$ cat src/rtl/life_pkg.sv
// Shared types, constants and helpers for the life automaton generation block.
// Depends on nothing.
package life_pkg;

  localparam int MAX_ROWS = 64;
  localparam int MAX_COLS = 64;
  localparam int ROW_AW   = $clog2(MAX_ROWS);
  localparam int COL_AW   = $clog2(MAX_COLS);
  localparam int POS_W    = 6;
  localparam int SIZE_W   = 7;
  localparam int CMP_W    = 12;
  localparam int CNT_W    = 13;
  localparam int TOTAL_W  = 32;
  localparam int CFG_IDX_W = 2;

  localparam logic [1:0] KIND_WRITE = 2'd0;
  localparam logic [1:0] KIND_GEN   = 2'd1;
  localparam logic [1:0] KIND_READ  = 2'd2;

  localparam logic [CFG_IDX_W-1:0] REG_ROWS = CFG_IDX_W'(0);
  localparam logic [CFG_IDX_W-1:0] REG_COLS = CFG_IDX_W'(1);

  localparam logic [SIZE_W-1:0] ROWS_RESET = SIZE_W'(64);
  localparam logic [SIZE_W-1:0] COLS_RESET = SIZE_W'(64);

  localparam logic [ROW_AW-1:0] LAST_ROW = ROW_AW'(MAX_ROWS - 1);
  localparam logic [COL_AW-1:0] LAST_COL = COL_AW'(MAX_COLS - 1);

  typedef logic [MAX_COLS-1:0] row_word_t;

  typedef enum logic [3:0] {
    S_CLEAR,
    S_IDLE,
    S_CELL_RD,
    S_CELL_WB,
    S_GEN_FILL0,
    S_GEN_FILL1,
    S_GEN_FILL2,
    S_GEN_CELL,
    S_GEN_ROW_END,
    S_GEN_ROW_LD,
    S_FINISH
  } state_t;

  typedef struct packed {
    logic alive;
    logic born;
    logic died;
  } cell_res_t;

  function automatic row_word_t row_mask(input row_word_t data, input logic [CMP_W-1:0] lim);
    row_word_t m;
    for (int i = 0; i < MAX_COLS; i++) begin
      m[i] = data[i] & (CMP_W'(i) < lim);
    end
    return m;
  endfunction

endpackage

$ cat src/rtl/life_cell_unit.sv
// Shared cell update unit: counts eight neighbors and applies the B3/S23 rule.
// Depends on life_pkg.
module life_cell_unit import life_pkg::*; (
  input  logic [2:0] top,
  input  logic [2:0] mid,
  input  logic [2:0] bot,
  input  logic       active,
  output cell_res_t  res
);

  logic [3:0] sum;
  logic       now;
  logic       nxt;

  assign sum = 4'(top[0]) + 4'(top[1]) + 4'(top[2]) + 4'(mid[0]) + 4'(mid[2])
             + 4'(bot[0]) + 4'(bot[1]) + 4'(bot[2]);
  assign now = mid[1];
  assign nxt = active & ((sum == 4'd3) | ((sum == 4'd2) & now));

  always_comb begin
    res.alive = nxt;
    res.born  = active & ~now & nxt;
    res.died  = active & now & ~nxt;
  end

endmodule

$ cat config.mk
export PLATFORM = sky130hd
export DESIGN_NAME = life_cell_unit
export DESIGN_NICKNAME = d
export VERILOG_FILES = /design/src/rtl/life_pkg.sv /design/src/rtl/life_cell_unit.sv
export SDC_FILE = /design/constraint.sdc
export NUM_CORES = 1
export LEC_CHECK = 0
export ABC_AREA = 1
export BUFFER_PORTS_ARGS = -buffer_cell sky130_fd_sc_hd__buf_2
export CELL_PAD_IN_SITES_DETAIL_PLACEMENT = 0
export CELL_PAD_IN_SITES_GLOBAL_PLACEMENT = 1
export CORE_AREA = 2 2 39 41
export DETAILED_ROUTE_END_ITERATION = 10
export DIE_AREA = 0 0 41 43
export PLACE_DENSITY_LB_ADDON = 0.1
export SETUP_SLACK_MARGIN = 0.2
export SYNTH_ARGS = -nofsm -noshare
export SYNTH_HDL_FRONTEND = slang
export SYNTH_SLANG_ARGS = --single-unit
$ cat constraint.sdc
create_clock -name vclk -period 3.1
set_clock_uncertainty 0.05 [all_clocks]
set_input_delay 0.155 -clock vclk [all_inputs]
set_output_delay 0.155 -clock vclk [all_outputs]
set_load 0.05 [all_outputs]
==> flow_summary.ini <==
[outcome]
violations = negative setup slack
status = finished with violations

[route]
wl_per_cell_um = 7.00
drc = 0
via_per_inst = 3.56
drt-initial-drc-count = 1
ant_nets = 0
vias = 235
dr.pass1.iters = 2
routed_wirelength_um = 462

[pwr]
power.total_mw = 0.149
p_leak_nw = 0.237
p_per_area_nw_per_um2 = 364
ir_worst_vdd_mv = 0.0745

[layout]
final_common_cell = inv_1
n_clock_buffer = 0
fill_cells = 153
area_growth_pct = 71.2
final_area_um2 = 409
utilization = 0.296
diodes = 0
final_cell_mix = 13 x inv_1, 9 x buf_2, 5 x nand2_1
drive_gt1_frac = 0.480
register_area_um2 = 0
seq_cells = 0
nets = 69

[timing]
rsz0062_at_grt = yes
fin_hold_ws_ns = 0.563
setup_viol = 3
max_freq_mhz = 310
final_hold_viol_count = 0
period_needed_ns = 3.23
post-route-period-util = 1.04
slew_headroom = 0.870
tightest_slew_ns = 0.195
drv_slew = 0
worst_slack_ns = -0.128

[min_path]
worstHoldPathType = in2out

[global_route]
grt_pass1_wl_um = 855
grt_pass1_vias = 235
gr-usage-all-layers = 0.0644
gr-total-overflow = 0
antenna_found_initial = 0
grt_max_degree = 4

[die]
core_area_um2 = 1380
rows = 14
start_util = 0.173
io_pins = 13
die_area_um2 = 1760
fp.dieW_um = 41
die_h_um = 43

[synthesis]
yosysSeqAreaShare = 0
synth_cell_type_count = 9
synth_cells = 37
yosysWarnings = 0
synth_fp_nets = 54
syn-cell-area_um2 = 239
synth_top_area_frac = 0.335
synth_area_leaders = fa_1 34%, inv_1 27%, ha_1 16%, nand2_1 11%, buf_4 3.1%
synth_top_area_cell = fa_1
avgSynthCellArea_um2 = 6.46

[critical_path]
critPathMaxFanout = 2
arrival_ns = 3.02
start_kind = primary input
cp.required_ns = 2.89
critPathKind = in2out
endpoint_kind = primary output

[placement]
port_buffers = 13
dpl-instance-area_um2 = 353
place_congestion = 0.580
dp_hpwl_um = 426

[clock_network]
hold_buffers = 0

[run]
drv_cap = 0
## per-stage QoR
stage	setup TNS [ns]	instances	setup WS, ns
6_report	-0.318	66	-0.128
5_1_grt	-0.631	66	-0.231
4_1_cts	-0.343	66	-0.135
3_5_place_dp	-0.784	65	-0.309
3_3_place_gp	-0.709	65	-0.280
2_1_floorplan	-0.00687	37	-0.00687
## timing repair
action	CTS	global route
resized for setup	12	4
setup endpoints to repair	3	3
pin swaps	1	1
gates cloned	0	0
buffers inserted	1	0
## logic make-up (layout without fill, tap and decap cells)
group / after synthesis / after routing / synth area share
buffers and inverters: 18 / 31 / 0.298
adders and majority gates: 7 / 7 / 0.492
AOI/OAI and AO/OA: 1 / 1 / 0.0209
and+or+nand+nor: 11 / 11 / 0.189
## cell usage after synthesis, drive strengths merged
cell and n:
inv 17, a21oi 1, nor2 3, nand2 7, ha 3, fa 4
buf 1, nand3 1
## worst max-delay path, cell delays in order
cell and delay [ns]:
buf_8 0.08, inv_8 0.02, fa_1 0.54, fa_1 0.42, fa_1 0.50, inv_2 0.04
ha_4 0.15, fa_1 0.43, nand2_1 0.08, inv_2 0.04, nand2_2 0.07, nor2_4 0.04
buf_6 0.12, a21oi_4 0.13, buf_6 0.17
## path summary, 6_finish.rpt
check | depth (start not counted) | to | from
min | 3 | res[1] | mid[1]
max | 15 | res[0] | top[0]
## layout make-up
| cell class | count | area [um2] | area share |
|---|---|---|---|
| repair buffers | 14 | 109 | 0.266 |
| well taps | 16 | 20.0 | 0.0489 |
| inverters | 17 | 71.3 | 0.174 |
| multi-input cells | 19 | 209 | 0.511 |
## layer usage
layer,vias to the layer above,GRT usage,part of all wire
li1,125,-,-
met1,106,0.0874,0.40
met2,4,0.116,0.55
met3,0,0,0.045
met4,0,0,0
met5,-,0,0
## power breakdown
group	switching, mW	internal, mW	leakage (nW)
sequential	0	0	0
combinational	0.0850	0.0642	0.237
clock	0	0	0
Note: power is estimated with default switching activity, not from simulation.
